### src/design/rfut_pkg.sv
`default_nettype none
package rfut_pkg;

  localparam logic [14:0] EPOCH_YEAR = 15'd1970;
  localparam logic [23:0] EPOCH_DAYS_ADJ = 24'd477;
  localparam logic [37:0] SEC_PER_DAY = 38'd86400;
  localparam logic [18:0] SEC_PER_HOUR = 19'd3600;
  localparam logic [18:0] SEC_PER_MIN = 19'd60;

  typedef struct packed {
    logic [7:0] sec;
    logic [7:0] min;
    logic [7:0] hour;
    logic [7:0] day;
    logic [7:0] month;
    logic [7:0] year;
    logic [7:0] century;
  } raw_t;

  typedef struct packed {
    logic [7:0] sec;
    logic [7:0] min;
    logic [6:0] hour;
    logic       pm;
    logic [7:0] day;
    logic [7:0] month;
    logic [7:0] year;
    logic [7:0] century;
  } dec_t;

  typedef struct packed {
    logic [5:0]  seconds;
    logic [5:0]  minutes;
    logic [4:0]  hours;
    logic        pm_flag;
    logic [4:0]  day_of_month;
    logic [3:0]  month_number;
    logic [13:0] full_year;
  } fld_t;

  typedef struct packed {
    fld_t        fld;
    logic [14:0] fy;
    logic [6:0]  q;
    logic [6:0]  r;
    logic [8:0]  cum_adj;
    logic [16:0] tod;
    logic        err;
  } chk_t;

  typedef struct packed {
    fld_t        fld;
    logic [21:0] days;
    logic [16:0] tod;
    logic        err;
  } days_t;

  function automatic logic [7:0] bcd_dec(input logic [7:0] b);
    bcd_dec = 8'(b[3:0]) + 8'(b[7:4]) * 8'd10;
  endfunction

  function automatic logic [8:0] cum_days(input logic [3:0] mo);
    unique case (mo)
      4'd1:    cum_days = 9'd0;
      4'd2:    cum_days = 9'd31;
      4'd3:    cum_days = 9'd59;
      4'd4:    cum_days = 9'd90;
      4'd5:    cum_days = 9'd120;
      4'd6:    cum_days = 9'd151;
      4'd7:    cum_days = 9'd181;
      4'd8:    cum_days = 9'd212;
      4'd9:    cum_days = 9'd243;
      4'd10:   cum_days = 9'd273;
      4'd11:   cum_days = 9'd304;
      4'd12:   cum_days = 9'd334;
      default: cum_days = 9'd0;
    endcase
  endfunction

  function automatic logic [4:0] month_len(input logic [3:0] mo, input logic leap);
    unique case (mo)
      4'd2:                       month_len = leap ? 5'd29 : 5'd28;
      4'd4, 4'd6, 4'd9, 4'd11:    month_len = 5'd30;
      default:                    month_len = 5'd31;
    endcase
  endfunction

endpackage
`default_nettype wire

### src/design/rfut_decode.sv
`default_nettype none
module rfut_decode (
  input  wire logic          clk,
  input  wire logic          rst,
  input  wire logic          binary_mode,
  input  wire logic          valid_in,
  output logic               ready_out,
  input  wire rfut_pkg::raw_t raw,
  output logic               valid,
  input  wire logic          ready_in,
  output rfut_pkg::dec_t     dec
);

  rfut_pkg::dec_t dec_next;

  assign ready_out = !valid || ready_in;

  always_comb begin
    dec_next.pm = raw.hour[7];
    if (binary_mode) begin
      dec_next.sec     = raw.sec;
      dec_next.min     = raw.min;
      dec_next.hour    = raw.hour[6:0];
      dec_next.day     = raw.day;
      dec_next.month   = raw.month;
      dec_next.year    = raw.year;
      dec_next.century = raw.century;
    end else begin
      dec_next.sec     = rfut_pkg::bcd_dec(raw.sec);
      dec_next.min     = rfut_pkg::bcd_dec(raw.min);
      dec_next.hour    = 7'(raw.hour[3:0]) + 7'(raw.hour[6:4]) * 7'd10;
      dec_next.day     = rfut_pkg::bcd_dec(raw.day);
      dec_next.month   = rfut_pkg::bcd_dec(raw.month);
      dec_next.year    = rfut_pkg::bcd_dec(raw.year);
      dec_next.century = rfut_pkg::bcd_dec(raw.century);
    end
  end

  always_ff @(posedge clk) begin
    if (rst) begin
      valid <= 1'b0;
    end else if (ready_out) begin
      valid <= valid_in;
    end
  end

  always_ff @(posedge clk) begin
    if (valid_in && ready_out) begin
      dec <= dec_next;
    end
  end

endmodule
`default_nettype wire

### src/design/rfut_check.sv
`default_nettype none
module rfut_check (
  input  wire logic           clk,
  input  wire logic           rst,
  input  wire logic           valid_in,
  output logic                ready_out,
  input  wire rfut_pkg::dec_t dec,
  output logic                valid,
  input  wire logic           ready_in,
  output rfut_pkg::chk_t      chk
);

  rfut_pkg::chk_t chk_next;
  logic [14:0] fy;
  logic        leap;
  logic [4:0]  ml;
  logic        mo_bad;
  logic [18:0] tod_full;

  assign ready_out = !valid || ready_in;

  always_comb begin
    fy   = 15'(dec.century) * 15'd100 + 15'(dec.year);
    // Only meaningful when year and century are both below 100.
    leap = ((dec.year[1:0] == 2'd0) && (dec.year != 8'd0))
        || ((dec.year == 8'd0) && (dec.century[1:0] == 2'd0));
    ml     = rfut_pkg::month_len(dec.month[3:0], leap);
    mo_bad = (dec.month < 8'd1) || (dec.month > 8'd12);
    tod_full = 19'(dec.hour) * rfut_pkg::SEC_PER_HOUR
             + 19'(dec.min) * rfut_pkg::SEC_PER_MIN + 19'(dec.sec);

    chk_next.fld.seconds      = dec.sec[5:0];
    chk_next.fld.minutes      = dec.min[5:0];
    chk_next.fld.hours        = dec.hour[4:0];
    chk_next.fld.pm_flag      = dec.pm;
    chk_next.fld.day_of_month = dec.day[4:0];
    chk_next.fld.month_number = dec.month[3:0];
    chk_next.fld.full_year    = fy[13:0];
    chk_next.fy               = fy;
    if (dec.year == 8'd0) begin
      chk_next.q = 7'(dec.century - 8'd1);
      chk_next.r = 7'd99;
    end else begin
      chk_next.q = dec.century[6:0];
      chk_next.r = 7'(dec.year - 8'd1);
    end
    chk_next.cum_adj = rfut_pkg::cum_days(dec.month[3:0])
                     + 9'((dec.month > 8'd2) && leap);
    chk_next.tod = tod_full[16:0];
    chk_next.err = (dec.sec > 8'd59) || (dec.min > 8'd59) || (dec.hour > 7'd23)
                || (dec.year > 8'd99) || (dec.century > 8'd99)
                || (fy < rfut_pkg::EPOCH_YEAR) || mo_bad
                || (dec.day < 8'd1) || (dec.day > 8'(ml));
  end

  always_ff @(posedge clk) begin
    if (rst) begin
      valid <= 1'b0;
    end else if (ready_out) begin
      valid <= valid_in;
    end
  end

  always_ff @(posedge clk) begin
    if (valid_in && ready_out) begin
      chk <= chk_next;
    end
  end

endmodule
`default_nettype wire

### src/design/rfut_days.sv
`default_nettype none
module rfut_days (
  input  wire logic           clk,
  input  wire logic           rst,
  input  wire logic           valid_in,
  output logic                ready_out,
  input  wire rfut_pkg::chk_t chk,
  output logic                valid,
  input  wire logic           ready_in,
  output rfut_pkg::days_t     dd
);

  rfut_pkg::days_t dd_next;
  logic [23:0] days_full;

  assign ready_out = !valid || ready_in;

  // Gregorian day count relative to the epoch, with leap days from the
  // century split of the previous year.
  always_comb begin
    days_full = 24'(chk.fy - rfut_pkg::EPOCH_YEAR) * 24'd365
              + 24'(chk.q) * 24'd24 + 24'(chk.r[6:2]) + 24'(chk.q[6:2])
              - rfut_pkg::EPOCH_DAYS_ADJ + 24'(chk.cum_adj)
              + 24'(chk.fld.day_of_month) - 24'd1;
    dd_next.fld  = chk.fld;
    dd_next.days = days_full[21:0];
    dd_next.tod  = chk.tod;
    dd_next.err  = chk.err;
  end

  always_ff @(posedge clk) begin
    if (rst) begin
      valid <= 1'b0;
    end else if (ready_out) begin
      valid <= valid_in;
    end
  end

  always_ff @(posedge clk) begin
    if (valid_in && ready_out) begin
      dd <= dd_next;
    end
  end

endmodule
`default_nettype wire

### src/design/rfut_scale.sv
`default_nettype none
module rfut_scale (
  input  wire logic            clk,
  input  wire logic            rst,
  input  wire logic            valid_in,
  output logic                 ready_out,
  input  wire rfut_pkg::days_t dd,
  output logic                 valid,
  input  wire logic            ready_in,
  output rfut_pkg::fld_t       fld,
  output logic [37:0]          unix_seconds,
  output logic                 range_error
);

  logic [37:0] unix_next;

  assign ready_out = !valid || ready_in;

  always_comb begin
    if (dd.err) begin
      unix_next = 38'd0;
    end else begin
      unix_next = 38'(dd.days) * rfut_pkg::SEC_PER_DAY + 38'(dd.tod);
    end
  end

  always_ff @(posedge clk) begin
    if (rst) begin
      valid <= 1'b0;
    end else if (ready_out) begin
      valid <= valid_in;
    end
  end

  always_ff @(posedge clk) begin
    if (valid_in && ready_out) begin
      fld          <= dd.fld;
      unix_seconds <= unix_next;
      range_error  <= dd.err;
    end
  end

endmodule
`default_nettype wire

### src/design/rtc_fields_to_unix_time.sv
// Converts one snapshot of raw real-time-clock bytes into binary calendar
// fields and a Unix seconds count.
// The input channel (in_valid, in_ready) takes one item of seven raw bytes.
// The output channel (out_valid, out_ready) gives one result item per input
// item, in order.
// The configuration port writes binary_mode with cfg_we and cfg_data; write it
// only while no item is in flight. A zero selects BCD decoding.
// The pipeline has four register stages: decode, range check, day count and
// the final multiply by seconds per day. One item can be accepted in every
// cycle while the receiver keeps out_ready high.
// When the receiver stalls, each stage holds its item and in_ready falls once
// the stages ahead are full; nothing is lost or repeated.
// Synchronous reset empties the pipeline and clears binary_mode to zero.
// Out-of-range fields set range_error and give a zero seconds count.
`default_nettype none
module rtc_fields_to_unix_time (
  input  wire logic        clk,
  input  wire logic        rst,
  input  wire logic        cfg_we,
  input  wire logic        cfg_data,
  input  wire logic        in_valid,
  output logic             in_ready,
  input  wire logic [7:0]  sec_raw,
  input  wire logic [7:0]  min_raw,
  input  wire logic [7:0]  hour_raw,
  input  wire logic [7:0]  day_raw,
  input  wire logic [7:0]  month_raw,
  input  wire logic [7:0]  year_raw,
  input  wire logic [7:0]  century_raw,
  output logic             out_valid,
  input  wire logic        out_ready,
  output logic [5:0]       seconds,
  output logic [5:0]       minutes,
  output logic [4:0]       hours,
  output logic             pm_flag,
  output logic [4:0]       day_of_month,
  output logic [3:0]       month_number,
  output logic [13:0]      full_year,
  output logic [37:0]      unix_seconds,
  output logic             range_error
);

  logic            binary_mode;
  rfut_pkg::raw_t  raw;
  rfut_pkg::dec_t  dec;
  rfut_pkg::chk_t  chk;
  rfut_pkg::days_t dd;
  rfut_pkg::fld_t  fld;
  logic            dec_valid, dec_ready;
  logic            chk_valid, chk_ready;
  logic            dd_valid, dd_ready;

  always_ff @(posedge clk) begin
    if (rst) begin
      binary_mode <= 1'b0;
    end else if (cfg_we) begin
      binary_mode <= cfg_data;
    end
  end

  assign raw.sec     = sec_raw;
  assign raw.min     = min_raw;
  assign raw.hour    = hour_raw;
  assign raw.day     = day_raw;
  assign raw.month   = month_raw;
  assign raw.year    = year_raw;
  assign raw.century = century_raw;

  rfut_decode u_decode (
    .clk         (clk),
    .rst         (rst),
    .binary_mode (binary_mode),
    .valid_in    (in_valid),
    .ready_out   (in_ready),
    .raw         (raw),
    .valid       (dec_valid),
    .ready_in    (dec_ready),
    .dec         (dec)
  );

  rfut_check u_check (
    .clk       (clk),
    .rst       (rst),
    .valid_in  (dec_valid),
    .ready_out (dec_ready),
    .dec       (dec),
    .valid     (chk_valid),
    .ready_in  (chk_ready),
    .chk       (chk)
  );

  rfut_days u_days (
    .clk       (clk),
    .rst       (rst),
    .valid_in  (chk_valid),
    .ready_out (chk_ready),
    .chk       (chk),
    .valid     (dd_valid),
    .ready_in  (dd_ready),
    .dd        (dd)
  );

  rfut_scale u_scale (
    .clk          (clk),
    .rst          (rst),
    .valid_in     (dd_valid),
    .ready_out    (dd_ready),
    .dd           (dd),
    .valid        (out_valid),
    .ready_in     (out_ready),
    .fld          (fld),
    .unix_seconds (unix_seconds),
    .range_error  (range_error)
  );

  assign seconds      = fld.seconds;
  assign minutes      = fld.minutes;
  assign hours        = fld.hours;
  assign pm_flag      = fld.pm_flag;
  assign day_of_month = fld.day_of_month;
  assign month_number = fld.month_number;
  assign full_year    = fld.full_year;

endmodule
`default_nettype wire

### config.mk
export PLATFORM = sky130hd
export DESIGN_NAME = rtc_fields_to_unix_time
export DESIGN_NICKNAME = d
export VERILOG_FILES = /design/src/design/rfut_pkg.sv /design/src/design/rfut_decode.sv /design/src/design/rfut_check.sv /design/src/design/rfut_days.sv /design/src/design/rfut_scale.sv /design/src/design/rtc_fields_to_unix_time.sv
export SDC_FILE = /design/constraint.sdc
export NUM_CORES = 1
export LEC_CHECK = 0
export BUFFER_PORTS_ARGS = -buffer_cell sky130_fd_sc_hd__buf_2
export CAP_MARGIN = 0
export CELL_PAD_IN_SITES_DETAIL_PLACEMENT = 1
export CELL_PAD_IN_SITES_GLOBAL_PLACEMENT = 2
export CORE_AREA = 4 4 237 239
export CTS_BUF_LIST = sky130_fd_sc_hd__clkbuf_8
export DETAILED_ROUTE_END_ITERATION = 10
export DIE_AREA = 0 0 241 243
export GPL_TIMING_DRIVEN = 0
export PLACE_DENSITY = 0.92
export SYNTH_ARGS = -nofsm -noshare
export SYNTH_HDL_FRONTEND = slang
export SYNTH_SLANG_ARGS = --single-unit
### constraint.sdc
create_clock -name clk -period 12.5 [get_ports clk]
set_input_delay 1.25 -clock clk [delete_from_list [all_inputs] [get_ports clk]]
set_output_delay 1.25 -clock clk [all_outputs]
set_load 0.005 [all_outputs]
; Word level (Yosys, flattened, before mapping)
; Memories as Yosys holds them, arrays and structs flattened. A register that Yosys moved wholly into a read port is not among the register bits.
; Cells that the tools add are included.
[op_classes]
n_addsub = 22
multipliers = 13
order_cmp = 11
eq_ne = 5
n_mux = 6
reduce_logical = 30
[op_table]
columns = op, n
row1 = $add A22 B5 Y22, 3
row2 = $add A4 B8 Y8, 6
row3 = $mul A4 B3 Y7 const B, 6
row4 = $add A38 B17 Y38, 1
row5 = $mux W32, 1
row6 = $mul A22 B10 Y31 const B, 1
row7 = $mul A24 B9 Y22 const B, 1
row8 = $mux W23, 1
row9 = $add A22 B12 Y22, 1
row10 = $add A22 B9 Y22, 1
row11 = $sub A22 B1 Y22 const B, 1
row12 = $sub A22 B9 Y22 const B, 1
row13 = $add A17 B14 Y17, 1
row14 = $add A17 B8 Y17, 1
row15 = $gt A8 B6 Y1 const B, 2
row16 = $gt A8 B7 Y1 const B, 2
row17 = $lt A8 B1 Y1 const B, 2
row18 = $sub A15 B11 Y16 const B, 1
row19 = $add A15 B8 Y15, 1
row20 = $lt A15 B11 Y1 const B, 1
row21 = $logic_or A1 B1 Y1, 14
row22 = $mux W14, 1
row23 = $sub A7 B1 Y7 const B, 2
row24 = $mul A7 B8 Y13 const B, 1
row25 = other kinds (22), 34
[word_totals]
regBits = 319
rom_bits = 144
word_cells = 133
mem_count = 1
[mem_list]
columns = memory, words, width, rd, rd_ports_with_merged_regs, write_ports, line
row1 = (name not given), 16, 9, 1, 1, 0, rfut_pkg.sv:63  ; unique case (mo)

; Depth between registers and ports, before layout
; Gate-level depths: netlist (run 1).
[logic_depth]
word_depth = 9
depth_mapped = 28

; Hierarchy
; A second synthesis (run 1) with hierarchy kept.
[hier_totals]
hier_cells = 2240
hier_area_um2 = 25705.9
[modules_own_cells]
columns = mod, instances, cells_each, area_per_inst_um2, seq_area_each_um2
row1 = rfut_scale, 1, 724, 7552.2, 2422.3
row2 = rfut_days, 1, 598, 7453.4, 2452.4
row3 = rfut_check, 1, 592, 6722.7, 2452.4
row4 = rfut_decode, 1, 323, 3943.8, 1701.6
row5 = rtc_fields_to_unix_time, 1, 3, 33.8, 20.0

; Least setup slack after synthesis (run 1)
; Ideal clock, no wire load.
[synth_timing]
path_type = input-to-reg
from = input port out_ready
to = register, netlist name u_days.dd[0]
setup_time_ns = 0.637
arrival_time_ns = 7.067
t_required_ns = 11.863
slack_ns = 4.795
path_stages = 2
path_buffers = 0
cell_sequence = nor2b_1 a21boi_0
[synth_between]
elab_chain_len = 3
[synth_lines]
columns = element, line
row1 = start: declaration, rtc_fields_to_unix_time.sv:31  ; input wire logic out_ready,
row2 = $logic_or A1 B1 Y1, rfut_scale.sv:17  ; assign ready_out = !valid || ready_in;
row3 = $logic_or A1 B1 Y1, rfut_days.sv:16  ; assign ready_out = !valid || ready_in;
row4 = $logic_and A1 B1 Y1, rfut_days.sv:40  ; if (valid_in && ready_out) begin
; No other way between the ends.
; A chain may end at the register's enable or synchronous reset.

; Worst setup path after layout (run 1)
[layout_timing]
from = register, netlist name u_check.chk[42]
to = register, netlist name u_days.dd[39]
[layout_between]
elab_chain_len = 9
[layout_lines]
columns = element, line
row1 = $sub A15 B11 Y16, rfut_days.sv:21  ; days_full = 24'(chk.fy - rfut_pkg::EPOCH_YEAR) * 24'd365
row2 = $mul A24 B9 Y22, rfut_days.sv:21
row3 = $add A22 B12 Y22, rfut_days.sv:22  ; + 24'(chk.q) * 24'd24 + 24'(chk.r[6:2]) + 24'(chk.q[6:2])
row4 = $add A22 B5 Y22 (2 in series), rfut_days.sv:22
row5 = $sub A22 B9 Y22, rfut_days.sv:23  ; - rfut_pkg::EPOCH_DAYS_ADJ + 24'(chk.cum_adj)
row6 = $add A22 B9 Y22, rfut_days.sv:23
row7 = $add A22 B5 Y22, rfut_days.sv:24  ; + 24'(chk.fld.day_of_month) - 24'd1;
row8 = $sub A22 B1 Y22, rfut_days.sv:24
row9 = net u_days.days_full[21], rfut_days.sv:14  ; logic [23:0] days_full;
; The timed path passes the listed nets, and every way through them passes these cells.

==> metrics.yaml, run 1 <==
status: "finished clean"
clk_pin_slew_ps: 80
yosys_register_bits: 308
fp.dieW_um: 241
htree_levels: 2
r2r_slack_ps: 5010
fin_nets: 3070
cts_tree: "built"
vias: 16700
hold_violations: 0
clk_latency_ps: 660
synth_most_common_cell: "ha_1"
synth_top_area_frac: 0.350
r2r_end: "u_days.dd[39]"
synth_area_leaders: "edfxtp_1 35%, ha_1 20%, fa_1 14%"
grt_max_degree: 39
synth_area_sq_um: 25200
cp_max_fo: 6
worstMarginPinSlew_ps: 835
min_path_type: "reg2reg"
synthCells: 2226
endpoint: "u_days.dd[39]"
final_area_sq_um: 28000
synth_compound_area_frac: 0.0906
cts_resized: 0
drv_slew: 0
gr-usage-all-layers: 0.206
synth_nets: 2865
relSlewSlack: 0.442
final-setup-viol-count: 0
syn2layout_area_growth_pct: 11.1
cts_root_buffer: "clkbuf_8"
critPathMaxStageDelay_ps: 530
critPathRequiredTime_ps: 12880
avgViaCountPerCell: 5.27
core_sq_um: 53800
routed_wl_mm: 59.2
critPathLaunch: "u_check.chk[42]"
worstSetupPathType: "reg2reg"
avgSynthCellArea_sq_um: 11.3
synth_top_area_cell: "edfxtp_1"
fmax_ghz: 0.134
cap_violations: 0
grt_overflow: 0
worstSetupEndpointType: "flop"
clock_sinks: 308
place.gp.congestion: 0.833
post_cts_buffers: 0
instances_no_fill: 3169
synthSimpleGateAreaFrac: 0.0762
worst_path_most_repeated_cell: "ha_1"
remaining_drc_errors: 0
yosys.area_share.adder: 0.338
synth_cell_types: 78
io_buffers: 143
synth_edf_count: 294
ys_warn_count: 0
placed_area_sq_um: 27000
skew_ps: 31.5
startpoint_type: "flop"
holdBufCountCts: 0
min_period_over_period: 0.599
timing.rr.start: "u_check.chk[42]"
fin_crit_ps: 7490
antenna_found_initial: 1
drive_above_1_share: 0.108
die_y_um: 243
synth_ff_type: "edfxtp_1"
r2r_cells: 25
clk_path_buf_depth: 3
drt_first_pass_iters: 4
io-pin-count: 144
crit_slowest_cell: "fa_1"
post_drt_wl_per_cell_um: 18.7
synthMuxAreaShare: 0.00635
num_rows: 85
ant_nets: 0
grt_pass1_wl_mm: 98.3
critPathArrivalTime_ps: 7870
ys_async_sr_fraction: 0
initial_core_util: 0.468
whs_path_depth: 0
fin_setup_tns_ps: 0
drt_iter0_drc: 668
grt_pass1_vias: 19096
synthTopCellsByCount: "404 x ha_1, 337 x inv_1, 294 x edfxtp_1"
dp_hpwl_mm: 49.0
rsz0062_at_grt: "false"
synth_top_family_by_area: "adder cells"
numCtsBuffers: 51
synth_xor_area_frac: 0.0723
dp_cells: 3073
dieArea_sq_um: 58600
yosysSeqAreaShare: 0.361
==> worst max-delay path, delay by kind of cell, from the launching register on <==
| kind | cells | cell delay, ps |
|---|---|---|
| AOI/OAI and AO/OA | 7 | 1990 |
| xor gates and xnor gates | 2 | 590 |
| buffers and inverters | 4 | 680 |
| adders and majority gates | 8 | 3030 |
| and+or+nand+nor | 4 | 490 |
| DFF | 1 | 480 |
==> how the worst min path moves through the flow <==
stage	to	slack, ps	startpoint
finish	u_scale.fld[18]	400	u_days.dd[58]
global route	u_scale.fld[18]	410	u_days.dd[58]
CTS	u_scale.fld[18]	410	u_days.dd[58]
detailed placement	u_days.dd[12]	410	u_check.chk[12]
global placement	u_check.chk[1]	400	u_decode.dec[48]
floorplan	u_check.chk[1]	400	u_decode.dec[48]
==> cells in the final DEF (no fill, tap or decap), types with 6 or more instances in the layout <==
master / n
edfxtp_1: 294
a31oi_1: 9
mux2i_1: 7
a211oi_1: 12
buf_12: 6
clkbuf_1: 21
nand2_1: 118
buf_2: 145
nand2b_1: 20
o21bai_1: 15
xnor2_1: 134
clkbuf_8: 53
xor2_1: 74
clkinv_1: 14
or3_1: 6
nand4_1: 10
a21o_1: 40
clkinv_2: 7
o21a_1: 11
dfxtp_1: 14
ha_1: 404
and3_1: 17
mux2_2: 8
and2_1: 8
nor2b_1: 29
o211ai_1: 12
fa_1: 173
nor3_1: 22
or2_2: 9
a21oi_1: 105
nor2_1: 102
o21ai_0: 90
inv_1: 349
nor4_1: 7
o31ai_1: 9
nand3_1: 28
==> routing by layer <==
metal | track usage | part of all wire
met4 | 0.0434 | 0.018
met2 | 0.393 | 0.55
met5 | 0 | 0
met3 | 0.0276 | 0.028
met1 | 0.245 | 0.41
==> kinds of logic after synthesis <==
family / Yosys count
buffers and inverters: 366
xor gates and xnor gates: 208
DFF: 308
adders and majority gates: 577
and+or+nand+nor: 396
muxes: 15
AOI/OAI and AO/OA: 356
==> layout make-up <==
type,count,area (sq um)
buffer,28,128
fill,5844,25800
sequential,308,9110
multi-input combinational,1552,14700
antenna,1,2.50
timing repair buffer,152,896
clock buffer,53,729
inverter,338,1270
clock inverter,41,278
tap,696,871
==> sequential cells by signal (all words and copies together) (netlist names), named ones only <==
name,cells
binary_mode,1
u_check.chk,79
u_check.valid,1
u_days.dd,79
u_days.valid,1
u_decode.dec,56
u_decode.valid,1
u_scale.fld,41
u_scale.range_error,1
u_scale.unix_seconds,38
u_scale.valid,1
==> stage by stage <==
| stage | hold slack (ps) | util | setup WS (ps) |
|---|---|---|---|
| floorplan | 400 | - | 4800 |
| CTS | 407 | 0.520 | 4950 |
| finish | 398 | 0.521 | 5010 |
| global placement | 403 | 0.498 | 1040 |
| detailed placement | 406 | 0.502 | 5020 |
| global route | 408 | 0.521 | 4400 |
Power of run 1 is left out: the tool's default activity adds up to more than one toggle a clock period on the data nets, which glitch-free logic cannot reach.
==> inputs of run 2 (changes only) <==
Settings changed: CORE_AREA 4 4 237 239 to 4 4 245 247, DIE_AREA 0 0 241 243 to 0 0 249 251, PLACE_DENSITY 0.92 to 0.87.
Clock period 12.5 ns to 7 ns, I/O delays scaled along.
==> metrics.yaml, run 2 (synthesized netlist as in run 1, its figures left out) <==
io-pin-count: 144  # unchanged
critPathArrivalTime_ps: 7080  # -790 ps
io_buffers: 143  # unchanged
fin_hold_ws_ps: 205  # -193 ps
core_sq_um: 57600  # +7.0%
timing.rr.start: "u_check.chk[43]"
drt_first_pass_iters: 5  # +1
met2_usage: 0.348  # -0.0453
grt_pass1_wl_mm: 95.5  # -2.8%
cp_max_fo: 6  # unchanged
startpoint_type: "flop"
drv_slew: 0  # unchanged
r2r_end: "u_days.dd[39]"
antenna_found_initial: 1  # unchanged
gr-usage-all-layers: 0.185  # -0.0205
initial_core_util: 0.438  # -0.0307
die_y_um: 251  # +3.3%
dp_hpwl_mm: 47.7  # -2.6%
htree_levels: 2  # unchanged
min_path_type: "in2reg"
cts_tree: "built"
clk_latency_ps: 670  # about the same
worstSetupPathType: "reg2reg"
grt_overflow: 0  # unchanged
skew_ps: 51.9  # +20.4 ps
critPathLaunch: "u_check.chk[43]"
relSlewSlack: 0.379  # -0.0630
met3_usage: 0.0269  # -0.000687
final_cell_mix: "403 x ha_1, 348 x inv_1, 294 x edfxtp_1, 173 x fa_1, 145 x buf_2"
path_buf_inv: 4  # unchanged
cts_root_buffer: "clkbuf_8"
numCtsBuffers: 52  # +2.0%
largestRegisters: "u_check.chk: 79 flops, u_days.dd: 79 flops, u_decode.dec: 56 flops"
fin_nets: 3075  # +0.16%
critPathMaxStageDelay_ps: 540  # about the same
remaining_drc_errors: 0  # unchanged
clk_pin_slew_ps: 80  # about the same
routed_wl_mm: 57.5  # -2.9%
clock_sinks: 308  # unchanged
post-route-util: 0.491  # -0.0294
grt_max_degree: 39  # unchanged
final_common_cell: "ha_1"
dieArea_sq_um: 62500  # +6.7%
vias: 16577  # -0.74%
busiest_layer: "met2"
status: "finished clean"
fin_crit_ps: 6680  # -805 ps
endpoint: "u_days.dd[39]"
place.gp.congestion: 0.848  # +1.8%
cp_top_family: "adder cells"
worstSetupEndpointType: "flop"
fin_setup_tns_ps: 0  # unchanged
cp.depth: 25  # unchanged
syn2layout_area_growth_pct: 12.2
drive_above_1_share: 0.118  # +0.0102
hold_violations: 0  # unchanged
critPathRequiredTime_ps: 7390  # -5490 ps
r2r_cells: 25  # unchanged
avgViaCountPerCell: 5.11  # -3.1%
post_drt_wl_per_cell_um: 17.7  # -5.1%
cap_violations: 0  # unchanged
grt_pass1_vias: 18484  # -3.2%
clk_path_buf_depth: 3  # unchanged
r2r_slack_ps: 320  # -4700 ps
ant_nets: 0  # unchanged
drt_iter0_drc: 438  # -34%
min_period_over_period: 0.955  # +0.356
hp-start: "hour_raw[0]"
fmax_ghz: 0.150  # +12%
crit_slowest_cell: "fa_1"
final-setup-viol-count: 0  # unchanged
num_rows: 88  # +3.5%
fp.dieW_um: 249  # +3.3%
grtUsageMet1: 0.221  # -0.0241
worstMarginPinSlew_ps: 923  # +87.7 ps
==> run 2: changes by cell type in the layout (fill, tap and decap cells not counted), moves of 3 or more <==
cell      before  now
clkinv_2       7   12
xnor2_1      134  129
buf_4          1    5
clkbuf_8      53   57
xnor2_2        0    4
clkinv_1      14   11
==> run 2: per-layer routing <==
layer / vias to the layer above / wire, um
met4: 0 / 1510
met5: - / 0
met1: 8188 / 24000
met2: 214 / 30300
li1: 8090 / -
met3: 85 / 1720
==> run 2: area by class of cell <==
type                            instances  area [sq um]
Inverter                              338          1270
Timing Repair Buffer                  156           941
Clock inverter                         40           250
Clock buffer                           57           785
Antenna cell                            1          2.50
Multi-Input combinational cell       1552         14800
Buffer                                 28           128
Sequential cell                       308          9110
Fill cell                            6253         29300
Tap cell                              765           957
==> run 2: timing repair <==
| action | 4_1_cts | 5_1_grt |
|---|---|---|
| endpoints found under the hold margin | 0 | 0 |
| hold buffers | 0 | 0 |
| gates resized for setup | 9 | 10 |
| buffers inserted | 0 | 4 |
| setup endpoints to repair | 5 | 4 |
| pin swaps | 0 | 1 |
==> run 2: per-stage QoR <==
step	instance area, sq um	worst slack, ps	instances
floorplan	25200	698	2226
global placement	26900	-395	3134
detailed placement	27100	-509	3143
CTS	28200	0.529	3240
global route	28300	-10.1	3245
finish	28300	315	3245
==> run 2: worst min path at each step <==
stage	end	slack [ps]	cells past startpoint
after floorplan	u_check.chk[1]	400	0
after global placement	u_days.dd[54]	400	0
after detailed placement	u_days.dd[10]	410	0
after CTS	u_decode.dec[33]	140	1
after global routing	u_decode.dec[33]	140	1
final	u_decode.dec[33]	210	1
Power of run 2 is left out for the same reason.
==> inputs of run 3 (changes only) <==
Settings changed: ABC_AREA set to 1, CORE_AREA 4 4 245 247 to 4 4 255 257, DIE_AREA 0 0 249 251 to 0 0 259 261, PLACE_DENSITY 0.87 to 0.88.
==> metrics.yaml, run 3 <==
min_period_over_period: 0.951  # -0.00416
synth_nets: 3351  # +17%
post_drt_wl_per_cell_um: 16.7  # -6.0%
clk_latency_ps: 640  # -30 ps
critPathMaxStageDelay_ps: 540  # about the same
fin_crit_ps: 6660  # -29.1 ps
cap_violations: 0  # unchanged
die_y_um: 261  # +4.0%
critPathArrivalTime_ps: 7020  # -60 ps
synth_top_area_cell: "edfxtp_1"
synthCells: 2712  # +22%
post-route-util: 0.465  # -0.0258
antenna_found_initial: 2  # +1
grt_pass1_vias: 20852  # +13%
final-setup-viol-count: 0  # unchanged
fin_nets: 3558  # +16%
routed_wl_mm: 63.4  # +10%
drt_first_pass_iters: 5  # unchanged
avgSynthCellArea_sq_um: 9.65  # -15%
dp_cells: 3706  # +18%
grt_max_degree: 51  # +31%
yosysSeqAreaShare: 0.348  # -0.0134
ys_async_sr_fraction: 0  # unchanged
startpoint_type: "flop"
holdBufCountCts: 0  # unchanged
final_common_cell: "inv_1"
crit_chain: "inv_1, ha_1, a21oi_1, nand2_1, nand2_1, nand3_1, nand3b_1, nand2_1, xor2_2, ha_1, inv_1, fa_1, fa_1, fa_1, fa_1, inv_1, ha_1, ha_1, a21oi_1, o21bai_1, a221oi_1, o211ai_1, xnor2_1"
grt_overflow: 0  # unchanged
hold_violations: 0  # unchanged
vias: 18721  # +13%
drt_iter0_drc: 618  # +41%
dp_hpwl_mm: 53.7  # +13%
drive_above_1_share: 0.0957  # -0.0221
synth_most_common_cell: "inv_1"
numCtsBuffers: 53  # +1.9%
critPathRequiredTime_ps: 7370  # -20 ps
initial_core_util: 0.417  # -0.0204
syn2layout_area_growth_pct: 11.5
synth_top_area_frac: 0.337  # -0.0130
yosys_register_bits: 308  # unchanged
io_buffers: 143  # unchanged
place.gp.congestion: 0.873  # +2.9%
num_rows: 92  # +4.5%
synth_cell_types: 50  # -36%
status: "finished clean"
cp_max_fo: 6  # unchanged
cts_tree: "built"
min_path_type: "in2reg"
instances_no_fill: 3804  # +17%
fp.dieW_um: 259  # +4.0%
core_sq_um: 62700  # +8.9%
ys_warn_count: 0  # unchanged
grt_pass1_wl_mm: 104  # +9.2%
worstMarginPinSlew_ps: 969  # +46.6 ps
relSlewSlack: 0.347  # -0.0322
largestRegisters: "u_check.chk: 79 flops, u_days.dd: 79 flops, u_decode.dec: 56 flops"
clk_path_buf_depth: 3  # unchanged
avgViaCountPerCell: 4.92  # -3.7%
synth_area_leaders: "edfxtp_1 34%, ha_1 19%, fa_1 13%"
fmax_ghz: 0.150  # +0.44%
htree_levels: 2  # unchanged
io-pin-count: 144  # unchanged
worstSetupEndpointType: "flop"
synth_ff_type: "edfxtp_1"
ant_nets: 0  # unchanged
synth_area_sq_um: 26200  # +3.9%
clk_pin_slew_ps: 60  # -20 ps
clock_sinks: 308  # unchanged
worstSetupPathType: "reg2reg"
final_cell_mix: "570 x inv_1, 463 x nand2_1, 404 x ha_1, 294 x edfxtp_1, 173 x fa_1"
crit_slowest_cell: "fa_1"
gr-usage-all-layers: 0.190  # +0.00477
remaining_drc_errors: 0  # unchanged
skew_ps: 23.3  # -28.6 ps
cts_root_buffer: "clkbuf_8"
synth_edf_count: 294  # unchanged
synthTopCellsByCount: "559 x inv_1, 463 x nand2_1, 404 x ha_1"
drv_slew: 0  # unchanged
fin_hold_ws_ps: 240  # +34.8 ps
dieArea_sq_um: 67600  # +8.2%
-- run 3: cell count changes in the layout (fill, tap and decap cells not counted), moves of 20 or more --
| cell | before | now |
|---|---|---|
| nand2_1 | 118 | 463 |
| a21o_1 | 40 | 9 |
| inv_1 | 348 | 570 |
| xnor2_1 | 129 | 43 |
| nor2_1 | 101 | 160 |
| xor2_1 | 73 | 95 |
| nor2b_1 | 29 | 0 |
| nand2b_1 | 20 | 0 |
| nand3_1 | 28 | 94 |
-- run 3: stage by stage --
step / TNS, ps / cell area, sq um / worst slack, ps
after global placement: 0 / 28000 / 36.7
after floorplan: 0 / 26200 / 921
after global routing: -29.8 / 29200 / -21.3
after CTS: 0 / 29100 / 128
after detailed placement: -279 / 28100 / -141
final: 0 / 29200 / 344
-- run 3: cell families after synthesis --
kind of cell,after synthesis,share of synthesized area
flip-flops,308,0.348
adder cells (fa/ha/maj),577,0.325
XOR/XNOR,141,0.0472
buffers and inverters,574,0.0827
AND/OR/NAND/NOR,832,0.137
AO/OA/AOI/OAI,280,0.0604
-- run 3: worst paths after layout --
kind                         from               end  slack, ps  cells after the start
setup / recovery  u_check.chk[42]     u_days.dd[39]        340                     23
hold / removal        hour_raw[7]  u_decode.dec[32]        240                      1
setup reg to reg  u_check.chk[42]     u_days.dd[39]        340                     23
hold reg to reg    u_check.chk[4]      u_days.dd[4]        410                      0
-- run 3: repair_timing --
item / 4_1_cts / 5_1_grt
buffers inserted: 0 / 4
pin swaps: 0 / 2
setup endpoints to repair: 2 / 8
gates resized for setup: 1 / 5
-- run 3: worst max-delay path, delay by kind of cell (launching register included) --
kind / cells / cell delay (ps)
fa+ha+maj: 8 / 3320
compound gates: 5 / 970
simple gates: 5 / 880
xor+xnor: 2 / 460
flops: 1 / 430
buf+inv: 3 / 330
-- run 3: layout make-up --
type                            count  area [sq um]
Sequential cell                   308          9110
Clock inverter                     40           298
Timing Repair Buffer              152           861
Tap cell                          846          1060
Fill cell                        7250         33500
Buffer                             13          58.8
Antenna cell                        1          2.50
Multi-Input combinational cell   1830         15000
Clock buffer                       53           729
Inverter                          561          2110
-- run 3: layer usage --
layer | GRT usage | vias to the layer above | wire length, um
li1 | - | 9240 | -
met1 | 0.230 | 9122 | 26700
met2 | 0.352 | 258 | 32700
met3 | 0.0274 | 101 | 2130
met4 | 0.0567 | 0 | 1780
met5 | 0 | - | 0
Power of run 3 is left out for the same reason.
